<file path="src/rtl/tlpm_pkg.sv">
// shared constants and types of the three-level page map
// no dependencies
package tlpm_pkg;
  localparam int TopBitsDef = 4;
  localparam int MidBitsDef = 4;
  localparam int LeafBitsDef = 6;
  localparam int MidPoolDef = 8;
  localparam int LeafPoolDef = 16;
  localparam int HandleWidthDef = 16;
  localparam int KeyW = 20;
  localparam int ValW = 16;
  localparam int LenW = 15;

  typedef enum logic [1:0] {
    ACT_LOOKUP = 2'd0, ACT_STORE = 2'd1, ACT_PREALLOC = 2'd2, ACT_NONE = 2'd3
  } action_t;

  typedef enum logic [1:0] {
    ST_OK = 2'd0, ST_RANGE = 2'd1, ST_NOPATH = 2'd2, ST_EXHAUST = 2'd3
  } status_t;

  typedef struct packed {
    logic [1:0]      action;
    logic [KeyW-1:0] page_key;
    logic [ValW-1:0] span_value;
    logic [LenW-1:0] range_length;
    logic            key_bad;
  } cmd_t;

  typedef struct packed {
    logic [ValW-1:0] read_value;
    logic            found;
    logic [1:0]      status;
  } res_t;
endpackage

</file>
<file path="src/rtl/tlpm_if.sv">
// valid/ready channel interfaces for commands and results
// depends on tlpm_pkg
interface tlpm_in_if (input logic clk);
  import tlpm_pkg::*;
  logic            valid;
  logic            ready;
  logic [1:0]      action;
  logic [KeyW-1:0] page_key;
  logic [ValW-1:0] span_value;
  logic [LenW-1:0] range_length;
  modport source (output valid, action, page_key, span_value, range_length, input ready);
  modport sink (input valid, action, page_key, span_value, range_length, output ready);
endinterface


</file>
<file path="src/rtl/tlpm_front.sv">
// front end: accepts items, checks key range, feeds a two-entry queue
// depends on tlpm_pkg
module tlpm_front #(
  parameter int TOTAL_BITS = 14
) (
  input  logic               clk,
  input  logic               rst,
  tlpm_in_if.sink            in_ch,
  output tlpm_pkg::cmd_t     cmd,
  output logic               cmd_valid,
  input  logic               cmd_take
);
  import tlpm_pkg::*;
  cmd_t q [2];
  logic [1:0] cnt;
  logic wr_ptr, rd_ptr;
  cmd_t c_in;
  logic push;

  always_comb begin
    c_in.action = in_ch.action;
    c_in.page_key = in_ch.page_key;
    c_in.span_value = in_ch.span_value;
    c_in.range_length = in_ch.range_length;
    c_in.key_bad = (TOTAL_BITS < KeyW) ? ((in_ch.page_key >> TOTAL_BITS) != '0) : 1'b0;
  end

  assign in_ch.ready = (cnt != 2'd2);
  assign push = in_ch.valid && in_ch.ready;
  assign cmd_valid = (cnt != 2'd0);
  assign cmd = q[rd_ptr];

  always_ff @(posedge clk) begin
    if (push) q[wr_ptr] <= c_in;
    if (rst) begin
      cnt <= '0; wr_ptr <= 1'b0; rd_ptr <= 1'b0;
    end else begin
      if (push) wr_ptr <= ~wr_ptr;
      if (cmd_take) rd_ptr <= ~rd_ptr;
      cnt <= cnt + {1'b0, push} - {1'b0, cmd_take};
    end
  end
endmodule

</file>
<file path="src/flat_wrapper.sv">
// flat-port wrapper written by rule: the top's interface ports become plain ports
module tlpm_front_flat import tlpm_pkg::*;
#(
  parameter int TOTAL_BITS = 14
)
  (clk, rst, cmd, cmd_valid, cmd_take, in_ch_valid, in_ch_action, in_ch_page_key, in_ch_span_value, in_ch_range_length, in_ch_ready);
  tlpm_in_if in_ch_i (.clk(clk));
  input  logic clk;
  input  logic rst;
  output tlpm_pkg::cmd_t cmd;
  output logic cmd_valid;
  input  logic cmd_take;
  input wire logic [$bits(in_ch_i.valid)-1:0] in_ch_valid;
  input wire logic [$bits(in_ch_i.action)-1:0] in_ch_action;
  input wire logic [$bits(in_ch_i.page_key)-1:0] in_ch_page_key;
  input wire logic [$bits(in_ch_i.span_value)-1:0] in_ch_span_value;
  input wire logic [$bits(in_ch_i.range_length)-1:0] in_ch_range_length;
  output wire logic [$bits(in_ch_i.ready)-1:0] in_ch_ready;
  assign in_ch_i.valid = in_ch_valid;
  assign in_ch_i.action = in_ch_action;
  assign in_ch_i.page_key = in_ch_page_key;
  assign in_ch_i.span_value = in_ch_span_value;
  assign in_ch_i.range_length = in_ch_range_length;
  assign in_ch_ready = in_ch_i.ready;
  tlpm_front #(.TOTAL_BITS(TOTAL_BITS)) u_core (.clk(clk), .rst(rst), .in_ch(in_ch_i), .cmd(cmd), .cmd_valid(cmd_valid), .cmd_take(cmd_take));
endmodule
</file>
<file path="config.mk">
export PLATFORM = sky130hd
export DESIGN_NAME = tlpm_front_flat
export DESIGN_NICKNAME = d
export VERILOG_FILES = /design/src/rtl/tlpm_pkg.sv /design/src/rtl/tlpm_if.sv /design/src/rtl/tlpm_front.sv /design/src/flat_wrapper.sv
export SDC_FILE = /design/constraint.sdc
export NUM_CORES = 1
export LEC_CHECK = 0
export BUFFER_PORTS_ARGS = -buffer_cell sky130_fd_sc_hd__buf_2
export CORE_MARGIN = 1.5
export CORE_UTILIZATION = 52
export DETAILED_ROUTE_END_ITERATION = 8
export GPL_ROUTABILITY_DRIVEN = 0
export PLACE_DENSITY = 0.89
export SLEW_MARGIN = 20
export SYNTH_ARGS = -nofsm -noshare
export SYNTH_HDL_FRONTEND = slang
export SYNTH_SLANG_ARGS = --single-unit
</file>
<file path="constraint.sdc">
create_clock -name clk -period 3 [get_ports clk]
set_clock_uncertainty 0.05 [all_clocks]
set_input_delay 0.15 -clock clk [delete_from_list [all_inputs] [get_ports clk]]
set_output_delay 0.15 -clock clk [all_outputs]
set_load 0.05 [all_outputs]
</file>
Yosys cells after proc, flatten, opt, wreduce, memory -nomap -nowiden
Memories as Yosys holds them, arrays and structs flattened. A register that Yosys moved wholly into a read port is not among the register bits.
Index checks and enable logic that the tools add are counted.

storage, ports and cells
  register bits = 4
  latch bits = 0
  input bits = 57
  bits in read-only memories = 0
  memories = 1
  memory bits (writable) = 108

operators by class
  muxes and demuxes = 4
  bitwise gates (word level) = 2
  $mul = 0
  shifts and indexed selects = 0
  equality and inequality tests = 1
  divide/modulo/power cells = 0
  add/sub/neg operators = 2
  $lt $le $gt $ge = 0
  reductions and logical operators = 3

memories
  memory    depth  width  rd ports  clocked after memory_dff  write ports  line              source
  u_core.q  2      54     1         1                         1            tlpm_front.sv:14  cmd_t q [2];

operators with widths
  operator                                     count
  20-bit nonzero test                          1
  1-bit two-way mux                            4
  2-bit by 1-bit adder with 2-bit output       1
  2-bit != test, second input constant         1
  1-bit NOT                                    2
  2-bit nonzero test                           1
  2-bit by 1-bit subtractor with 2-bit output  1
  1-bit logical AND                            1

Logic depth before layout (Yosys ltp)
Gate-level depths: netlist of the first run.

  depth after elaboration = 4
  depth in mapped cells = 5
  mapped depth without buffers = 5

Least setup slack after synthesis of the first run
OpenSTA, ideal clock, no wires.

  kind = reg-to-reg
  from = register u_core.cnt[0]
  to = memory u_core.q[1][0] (netlist name) (enable)
  clock period less this slack = 2.754 ns
  arrival time = 2.286 ns
  setup slack = 0.246 ns
  cell stages (with the launch flop) = 3
  cells stage by stage = dfxtp_1 nand2b_1 and3_1

between the ends
  longest elaborated chain between the ends = 4

ends and longest elaborated chain
  element                                  line                source
  start, declared                          tlpm_front.sv:15    logic [1:0] cnt;
  start signal, assigned                   tlpm_front.sv:40    cnt <= cnt + {1'b0, push} - {1'b0, cmd_take};
  2-bit != test                            tlpm_front.sv:28    assign in_ch.ready = (cnt != 2'd2);
  named net in_ch_ready                    flat_wrapper.sv:18  output wire logic [$bits(in_ch_i.ready)-1:0] in_ch_ready;
  1-bit logical AND                        tlpm_front.sv:29    assign push = in_ch.valid && in_ch.ready;
  1-bit two-way mux                        tlpm_front.sv:34    if (push) q[wr_ptr] <= c_in;
  1-bit two-way mux (implied by the code)  tlpm_front.sv:34
  end, declared                            tlpm_front.sv:14

The timed path passes the listed nets, and every way through them passes these cells.

==> impl_metrics.env, run 1 <==
export IMPL_status="completed"
export IMPL_yosysMostFrequentCell="edfxtp_1"
export IMPL_seq_power_share=0.396
export IMPL_cts_inserted_buffers=17
export IMPL_fp_dieArea_um2=8492
export IMPL_ys_types=22
export IMPL_ys_flop_type="edfxtp_1"
export IMPL_postSynthCellCount=197
export IMPL_syn_area_um2=4133
export IMPL_ys_seq_area_frac=0.8090
export IMPL_grt_start_max_net_pins=55
export IMPL_diodes=0
export IMPL_net_switching_power_uw=1247
export IMPL_final_cells=497
export IMPL_drt_iter0_markers=102
export IMPL_grt_usage=0.1936
export IMPL_cp_slowest_stage_delay_ns=0.55
export IMPL_min_period_ns=2.226
export IMPL_htreeDepth=4
export IMPL_drive_above_1_share=0.5139
export IMPL_synth_edff_count=108
export IMPL_ios=113
export IMPL_cts_repair_resized=0
export IMPL_start_kind="flop"
export IMPL_rows=32
export IMPL_yosys_warnings=0
export IMPL_yosysTopAreaCell="edfxtp_1"
export IMPL_p_leak_uw=0.002308
export IMPL_drt_vias_per_instance=4.883
export IMPL_synth_nets=255
export IMPL_critPathKind="reg -> out"
export IMPL_worstMarginPinSlew_ns=0.6890
export IMPL_holdWs_ns=0.3167
export IMPL_drc=0
export IMPL_nNetsFinal=440
export IMPL_ys_ff_latch=113
export IMPL_synthTopCellsByArea="edfxtp_1 78%, mux2_2 15%, dfxtp_1 2.4%"
export IMPL_path_clk_slew_ns=0.06
export IMPL_setup_viol=0
export IMPL_ir_drop_mv=0.6691
export IMPL_hold_viol=0
export IMPL_async_flop_share=0
export IMPL_placed_cells=408
export IMPL_drv_cap=0
export IMPL_core_area_um2=7727
export IMPL_grt_pass1_vias=2500
export IMPL_yosys_area_top_type_share=0.7847
export IMPL_setup_slack_ns=0.7744
export IMPL_vias=2427
export IMPL_worst_setup_path_end_kind="output port"
export IMPL_cp_slowest_cell="buf_4"
export IMPL_syn2layout_area_growth_pct=46.14
export IMPL_p_clk_frac=0.434
export IMPL_fp_dieH_um=92.15
export IMPL_dp_slack_ns=1.070
export IMPL_cts_root_buf="clkbuf_8"
export IMPL_die_w_um=92.15
export IMPL_clk_insertion_delay_late_ns=0.50
export IMPL_numPortBuffers=112
export IMPL_wl_per_cell_um=15.75
export IMPL_fin_crit_sh=0.7419
export IMPL_clk_path_buf_depth=2
export IMPL_grt_ovfl_total=0
export IMPL_cp_arrival_ns=2.03
export IMPL_grt_first_pass_wirelength_um=11880
export IMPL_drv_slew=0
export IMPL_r2r_start="u_core.cnt[0]"
export IMPL_syn_avg_cell_area_um2=20.98
export IMPL_antenna_left=0
export IMPL_synthTopCellsByCount="108 x edfxtp_1, 54 x mux2_2, 6 x buf_2"
export IMPL_clock_sinks=113
export IMPL_rr_worst_depth=3
export IMPL_rsz0062_at_grt="false"
export IMPL_fin_setup_tns_ns=0
export IMPL_min_from="in_ch_page_key[4]"
export IMPL_whs_endpoint="u_core.q[0][36]"
export IMPL_reg2reg_to="u_core.q[1][44]"
export IMPL_p_per_area_nw_per_um2=795.4
export IMPL_start_util=0.5348
export IMPL_drt_first_pass_iters=4
export IMPL_combinationalPowerShare=0.170
export IMPL_crit_fanout=54
export IMPL_cts_tree="built"
export IMPL_antenna_found_initial=0
export IMPL_hp_class="in -> reg"
export IMPL_totalWireLength_um=7827
export IMPL_min_path_cells=2
export IMPL_dpl_hpwl_um=4515
export IMPL_fmaxAchievable_ghz=0.4493
export IMPL_cp_required_ns=2.80
export IMPL_crit_path_cell_trace="buf_4 -> mux2_2 -> buf_2"
export IMPL_swShare=0.2597
export IMPL_r2r_slack_ns=1.07
export IMPL_max_slew_margin=0.5407
export IMPL_power_internal_uw=3557
[per-layer routing]
layer  wire [um]  up-vias  part of all wire  global-route usage
li1            -     1154                 -                   -
met5           0        -                 0                   0
met4         136        0             0.017             0.09359
met1        3095     1169              0.40              0.2123
met3         391       13             0.050             0.06219
met2        4203       91              0.54              0.3383
[through the flow]
| stage | area (um2) | power (uW) | util |
|---|---|---|---|
| CTS | 6040 | 4842 | 0.7816 |
| finish | 6040 | 4804 | 0.7816 |
| global route | 6040 | 4961 | 0.7816 |
| detailed placement | 4841 | 2693 | 0.6265 |
| floorplan | 4133 | 2499 | - |
| global placement | 4841 | 2671 | 0.6265 |
[repair_timing]
action / in CTS / in global routing
endpoints found under the hold margin: 113 / 0
buffers inserted: 0 / 0
hold buffers: 57 / 0
[layout by cell type (no fill, tap or decap), types with 2 or more instances in the layout]
cell type	instances
buf_2	112
clkinv_1	3
nand2_1	2
inv_6	2
buf_12	2
mux2_2	54
a21oi_1	2
dlygate4sd3_1	57
dfxtp_1	4
nor2_1	4
edfxtp_1	108
bufinv_16	5
clkbuf_16	16
clkinvlp_4	4
[state kept, by name, indices dropped and copies added (netlist names), named ones only]
signal / cells
u_core.cnt: 2
u_core.q: 108
u_core.rd_ptr: 1
u_core.wr_ptr: 1
[power by group through the flow]
stage          clock network [uW]  logic, uW  registers, uW
2_1_floorplan                   0        572           1930
3_5_place_dp                    0        759           1930
6_report                     2090        815           1900
5_1_grt                      2190        855           1910
3_3_place_gp                    0        747           1920
4_1_cts                      2120        820           1900
[final cells by class]
class,instances,area (um2)
multi-input combinational,76,753.2
fill,424,1688
tap,102,127.6
clock inverter,15,214.0
sequential,113,3344
clock buffer,17,414.1
timing repair buffer,172,1179
inverter,2,7.507
[critical path: cells and delay by family (launching register included)]
| family | cells | cell delay, ns |
|---|---|---|
| muxes | 1 | 0.43 |
| DFF | 1 | 0.31 |
| buffers and inverters | 2 | 0.76 |
[worst max-delay path by stage]
stage                            endpoint
after floorplan            u_core.q[1][0]
after global placement    u_core.q[1][48]
after detailed placement  u_core.q[1][52]
after CTS                         cmd[17]
after global routing              cmd[17]
final                             cmd[17]
[cell families (layout without fill, tap and decap cells)]
group           after synthesis  in the layout  share of synthesized area
fa+ha+maj                     1              1                   0.003027
flops                       113            113                     0.8090
compound gates                4              4                   0.006661
simple gates                 14             14                    0.01787
xor+xnor                      1              1                   0.002120
mux                          56             56                     0.1523
buf+inv                       8            206                   0.009084
(Power assumes the default switching activity.)
==> run 2: changes to the inputs <==
Clock period 3 ns to 2.18 ns, I/O delays scaled along.
==> run 2 against run 1 <==
Against the previous run:
- non-clock buffer count grew 4
- first-iteration DRC count shrank 2.0%
- clock power grew 18%
- core utilization shrank 0.50 points
- largest power group is now sequential cells
- count of clock-buffer cells in the layout grew 1
- via count grew 1.6%
- global-route usage grew 0.66 points
- critical path depth is the same
- total power grew 30%
- die area is the same
==> impl_metrics.env, run 2 (same netlist as run 1, synthesis figures left out) <==
export IMPL_p_per_area_nw_per_um2=1040
export IMPL_worstMarginPinSlew_ns=0.4590
export IMPL_antenna_found_initial=0
export IMPL_rows=32
export IMPL_totalWireLength_um=8288
export IMPL_start_kind="flop"
export IMPL_core_area_um2=7727
export IMPL_cp_arrival_ns=1.81
export IMPL_placed_area_um2=4890
export IMPL_fmaxAchievable_ghz=0.5080
export IMPL_critPathKind="reg -> out"
export IMPL_fp_dieArea_um2=8492
export IMPL_crit_family="flip-flops"
export IMPL_regMostFlops="u_core.q"
export IMPL_cp_slowest_stage_delay_ns=0.53
export IMPL_layout_commonest_cell="buf_2"
export IMPL_htreeDepth=4
export IMPL_placed_cells=412
export IMPL_cp_slowest_cell="dfxtp_4"
export IMPL_fillers=431
export IMPL_clock_sinks=113
export IMPL_setup_viol=0
export IMPL_drv_slew=0
export IMPL_fin_crit_sh=0.9030
export IMPL_die_w_um=92.15
export IMPL_cts_tree="built"
export IMPL_grt_start_max_net_pins=35
export IMPL_max_slew_margin=0.6940
export IMPL_fp_dieH_um=92.15
export IMPL_grt_first_pass_wirelength_um=12440
export IMPL_clk_insertion_delay_late_ns=0.48
export IMPL_min_period_ns=1.969
export IMPL_grt_pass1_vias=2641
export IMPL_largest_register_ffs=108
export IMPL_holdWs_ns=0.2947
export IMPL_drc=0
export IMPL_cts_root_buf="clkbuf_8"
export IMPL_diodes=0
export IMPL_hp_class="in -> reg"
export IMPL_nNetsFinal=444
export IMPL_dp_slack_ns=0.3724
export IMPL_path_buf_inv=2
export IMPL_grt_ovfl_total=0
export IMPL_cts_inserted_buffers=17
export IMPL_stdcell_area_um2=6001
export IMPL_path_clk_slew_ns=0.05
export IMPL_clk_path_buf_depth=2
export IMPL_p_leak_uw=0.002295
export IMPL_drv_cap=0
export IMPL_start_util=0.5348
export IMPL_hold_viol=0
export IMPL_layout_common_cells="112 x buf_2, 108 x edfxtp_1, 57 x dlygate4sd3_1, 54 x mux2_2, 16 x clkbuf_16"
export IMPL_reg_top3="u_core.q x108, u_core.cnt x2"
export IMPL_drt_first_pass_iters=4
export IMPL_rsz0062_at_grt="false"
export IMPL_worst_setup_path_end_kind="output port"
export IMPL_ios=113
export IMPL_drt_iter0_markers=100
export IMPL_grt_usage=0.2002
export IMPL_antenna_left=0
export IMPL_crit_path_cell_trace="buf_12 -> mux2_2 -> buf_2"
export IMPL_cp_required_ns=2.02
export IMPL_syn2layout_area_growth_pct=45.20
export IMPL_status="completed"
export IMPL_vias=2466
export IMPL_fin_setup_tns_ns=0
export IMPL_drive_above_1_share=0.5214
export IMPL_final_cells=499
export IMPL_setup_slack_ns=0.2115
export IMPL_numPortBuffers=112
export IMPL_post_cts_setup_buffers=0
export IMPL_wl_per_cell_um=16.61
export IMPL_drt_vias_per_instance=4.942
export IMPL_crit_fanout=20
export IMPL_dpl_hpwl_um=4883
export IMPL_ir_drop_mv=0.8041
==> run 2: cell count changes in the layout (fill, tap and decap cells not counted) <==
| cell | previous run | this run |
|---|---|---|
| clkinv_1 | 3 | 1 |
| clkinv_4 | 0 | 1 |
| bufinv_16 | 5 | 2 |
| inv_6 | 2 | 0 |
| dfxtp_4 | 0 | 1 |
| clkinv_2 | 1 | 5 |
| buf_12 | 2 | 3 |
| inv_2 | 1 | 0 |
| dfxtp_2 | 1 | 0 |
| clkbuf_1 | 0 | 1 |
| nand2b_2 | 0 | 1 |
| nand2b_1 | 1 | 0 |
| buf_4 | 1 | 4 |
==> run 2: final cells by class <==
type                    count  area (um2)  share of cell area
flip-flops and latches    113        3347              0.5578
inverters                   2       11.26            0.001877
clock buffers              18       417.9             0.06964
well taps                 102       127.6             0.02127
clock inverters            12       120.1             0.02002
multi-input cells          76       755.7              0.1259
repair buffers            176        1221              0.2035
==> run 2: repair_timing <==
| item | 4_1_cts | 5_1_grt |
|---|---|---|
| resized for setup | 0 | 1 |
| hold buffers | 57 | 0 |
| endpoints found under the hold margin | 113 | 0 |
| setup endpoints to repair | 0 | 24 |
==> run 2: routing by layer <==
layer | vias to the layer above | part of all wire | GRT usage
li1 | 1153 | - | -
met1 | 1204 | 0.39 | 0.2158
met2 | 90 | 0.54 | 0.3642
met3 | 19 | 0.047 | 0.05887
met4 | 0 | 0.022 | 0.08333
met5 | - | 0 | 0
==> run 2: power by group <==
| group | total [uW] | internal (uW) | leakage (uW) | switching [uW] |
|---|---|---|---|---|
| Sequential | 2640 | 2580 | 0.00104 | 58.0 |
| Combinational | 1140 | 376 | 0.000990 | 760 |
| Clock | 2470 | 1590 | 0.000259 | 873 |
==> run 2: worst paths after layout <==
check / start / endpoint / slack (ns) / cells after the start
worst max-delay path: flop / cmd[33] / 0.21 / 3
worst min-delay path: in_ch_action[0] / u_core.q[0][52] / 0.29 / 2
worst max register to register: u_core.cnt[0] / u_core.q[0][18] / 0.39 / 4
worst min register to register: u_core.rd_ptr / u_core.rd_ptr / 0.51 / 2
==> run 2: stage by stage <==
stage	util	power, uW
after floorplan	-	3439
after global placement	0.6328	3698
after detailed placement	0.6328	3730
after CTS	0.7762	6268
after global routing	0.7766	6442
final	0.7766	6238
==> run 2: worst reg2reg max path, cell delays in order, from the launching register on <==
cell and delay [ns]:
dfxtp_1 0.33, nand2b_2 0.23, nand3b_1 0.17, clkinvlp_4 0.41, buf_4 0.35
==> run 3: changes to the inputs <==
Settings changed: PLACE_DENSITY 0.89 to 0.78.
==> run 3 against run 2 <==
Against the previous run:
- global-route usage increased by 0.073 points
- highest routed layer unchanged
- core utilization shrank 0.92 points
- sequential power about the same
- combinational power about the same
- cell count shrank 0.20%
- critical path depth unchanged
- routed wire length down 3.4%
- non-clock buffer count decreased by 1
- first-iteration DRC count decreased by 16%
==> impl_metrics.env, run 3 (same netlist as run 1, synthesis figures left out) <==
export IMPL_fp_dieH_um=92.15
export IMPL_grt_start_max_net_pins=37
export IMPL_layout_commonest_cell="buf_2"
export IMPL_p_per_area_nw_per_um2=1029
export IMPL_hold_viol=0
export IMPL_rsz0062_at_grt="false"
export IMPL_post_route_util=0.7673
export IMPL_min_period_ns=2.030
export IMPL_die_w_um=92.15
export IMPL_worst_setup_path_end_kind="output port"
export IMPL_wl_per_cell_um=16.07
export IMPL_fin_setup_tns_ns=0
export IMPL_antenna_found_initial=0
export IMPL_clock_sinks=113
export IMPL_worstMarginPinSlew_ns=0.4981
export IMPL_fillers=456
export IMPL_diodes=0
export IMPL_drc=0
export IMPL_syn2layout_area_growth_pct=43.48
export IMPL_seq_power_share=0.429
export IMPL_fp_dieArea_um2=8492
export IMPL_multi_input_area_um2=755.7
export IMPL_final_cells=498
export IMPL_fmaxAchievable_ghz=0.4926
export IMPL_grt_pass1_vias=2634
export IMPL_clk_insertion_delay_late_ns=0.49
export IMPL_rr_worst_depth=5
export IMPL_drive_above_1_share=0.5202
export IMPL_combinationalPowerShare=0.184
export IMPL_drt_first_pass_iters=4
export IMPL_grt_ovfl_total=0
export IMPL_ios=113
export IMPL_drv_cap=0
export IMPL_ir_drop_mv=0.6384
export IMPL_hp_class="in -> reg"
export IMPL_power_internal_uw=4408
export IMPL_core_area_um2=7727
export IMPL_drt_vias_per_instance=4.946
export IMPL_cp_slowest_stage_delay_ns=0.43
export IMPL_drv_slew=0
export IMPL_htreeDepth=4
export IMPL_cts_tree="built"
export IMPL_cp_slowest_cell="buf_4"
export IMPL_crit_fanout=36
export IMPL_crit_path_cell_trace="buf_4 -> mux2_2 -> buf_2"
export IMPL_r2r_start="u_core.cnt[0]"
export IMPL_critPathKind="reg -> out"
export IMPL_clk_path_buf_depth=2
export IMPL_fin_crit_sh=0.9311
export IMPL_largest_register_ffs=108
export IMPL_cts_root_buf="clkbuf_8"
export IMPL_start_util=0.5348
export IMPL_max_slew_margin=0.6679
export IMPL_numPortBuffers=112
export IMPL_totalWireLength_um=8004
export IMPL_reg2reg_to="u_core.cnt[1]"
export IMPL_layout_common_cells="112 x buf_2, 108 x edfxtp_1, 57 x dlygate4sd3_1, 54 x mux2_2, 16 x clkbuf_16"
export IMPL_cp_required_ns=2.02
export IMPL_setup_viol=0
export IMPL_r2r_slack_ns=0.55
export IMPL_p_leak_uw=0.002260
export IMPL_reg_top3="u_core.q x108, u_core.cnt x2"
export IMPL_rows=32
export IMPL_nNetsFinal=443
export IMPL_seq_area_um2=3344
export IMPL_cp_arrival_ns=1.87
export IMPL_p_clk_frac=0.387
export IMPL_grt_first_pass_wirelength_um=12320
export IMPL_vias=2463
export IMPL_net_switching_power_uw=1694
export IMPL_regMostFlops="u_core.q"
export IMPL_dpl_hpwl_um=4383
export IMPL_cts_inserted_buffers=17
export IMPL_cts_repair_resized=0
export IMPL_cp_endpoint="cmd[39]"
export IMPL_status="completed"
export IMPL_start_kind="flop"
export IMPL_antenna_left=0
export IMPL_drt_iter0_markers=84
export IMPL_placed_cells=411
export IMPL_swShare=0.2776
export IMPL_path_clk_slew_ns=0.05
export IMPL_grt_usage=0.2009
## run 3: changes by cell type in the layout (fill, tap and decap cells not counted)
cell	before	now
buf_12	3	0
buf_4	4	6
bufinv_16	2	1
clkinv_4	1	0
clkinvlp_4	4	6
dfxtp_2	0	1
dfxtp_4	1	0
## run 3: per-layer routing
| layer | up-vias | GRT usage | share of wire |
|---|---|---|---|
| met1 | 1222 | 0.2124 | 0.40 |
| met3 | 6 | 0.06882 | 0.047 |
| li1 | 1152 | - | - |
| met4 | 0 | 0.07436 | 0.0087 |
| met5 | - | 0 | 0 |
| met2 | 83 | 0.3673 | 0.55 |
## run 3: repair_timing
item,4_1_cts,5_1_grt
hold buffers,57,0
hold endpoints to repair,113,0
buffers inserted,0,0
## run 3: cell type report
cell class	instances	area share
inverters	2	0.001899
flip-flops and latches	113	0.5640
clock inverters	12	0.01625
well taps	102	0.02152
repair buffers	175	0.1984
multi-input cells	76	0.1275
clock buffers	18	0.07048
## run 3: worst min-delay path by stage
stage | from | end | depth (start not counted)
2_1_floorplan | rst | u_core.cnt[0] | 1
3_3_place_gp | in_ch_range_length[5] | u_core.q[0][6] | 1
3_5_place_dp | in_ch_page_key[8] | u_core.q[0][40] | 1
4_1_cts | in_ch_page_key[9] | u_core.q[0][41] | 2
5_1_grt | in_ch_span_value[6] | u_core.q[0][22] | 2
6_report | in_ch_range_length[4] | u_core.q[0][5] | 2
## run 3: power groups by stage
stage	combinational, uW	sequential (uW)	clock [uW]
after detailed placement	1040	2660	0
after global placement	1030	2650	0
final	1120	2620	2360
after global routing	1180	2630	2500
after floorplan	791	2650	0
after CTS	1120	2620	2400
## run 3: per-stage QoR
| stage | total power, uW | setup slack (ns) | cell area [um2] | hold slack (ns) |
|---|---|---|---|---|
| final | 6102 | 0.1501 | 5929 | 0.2858 |
| after global routing | 6311 | 0.03190 | 5929 | 0.2703 |
| after CTS | 6136 | 0.1239 | 5929 | 0.2612 |
| after detailed placement | 3699 | 0.5521 | 4845 | 0.2505 |
| after global placement | 3677 | 0.6407 | 4845 | 0.2469 |
| after floorplan | 3439 | 0.07545 | 4140 | 0.1281 |
## run 3: worst max-delay path: cells and delay by family, from the launching register on
kind                   cells  cell delay [ns]
multiplexers               1             0.42
buffers and inverters      2             0.65
flip-flops                 1             0.32
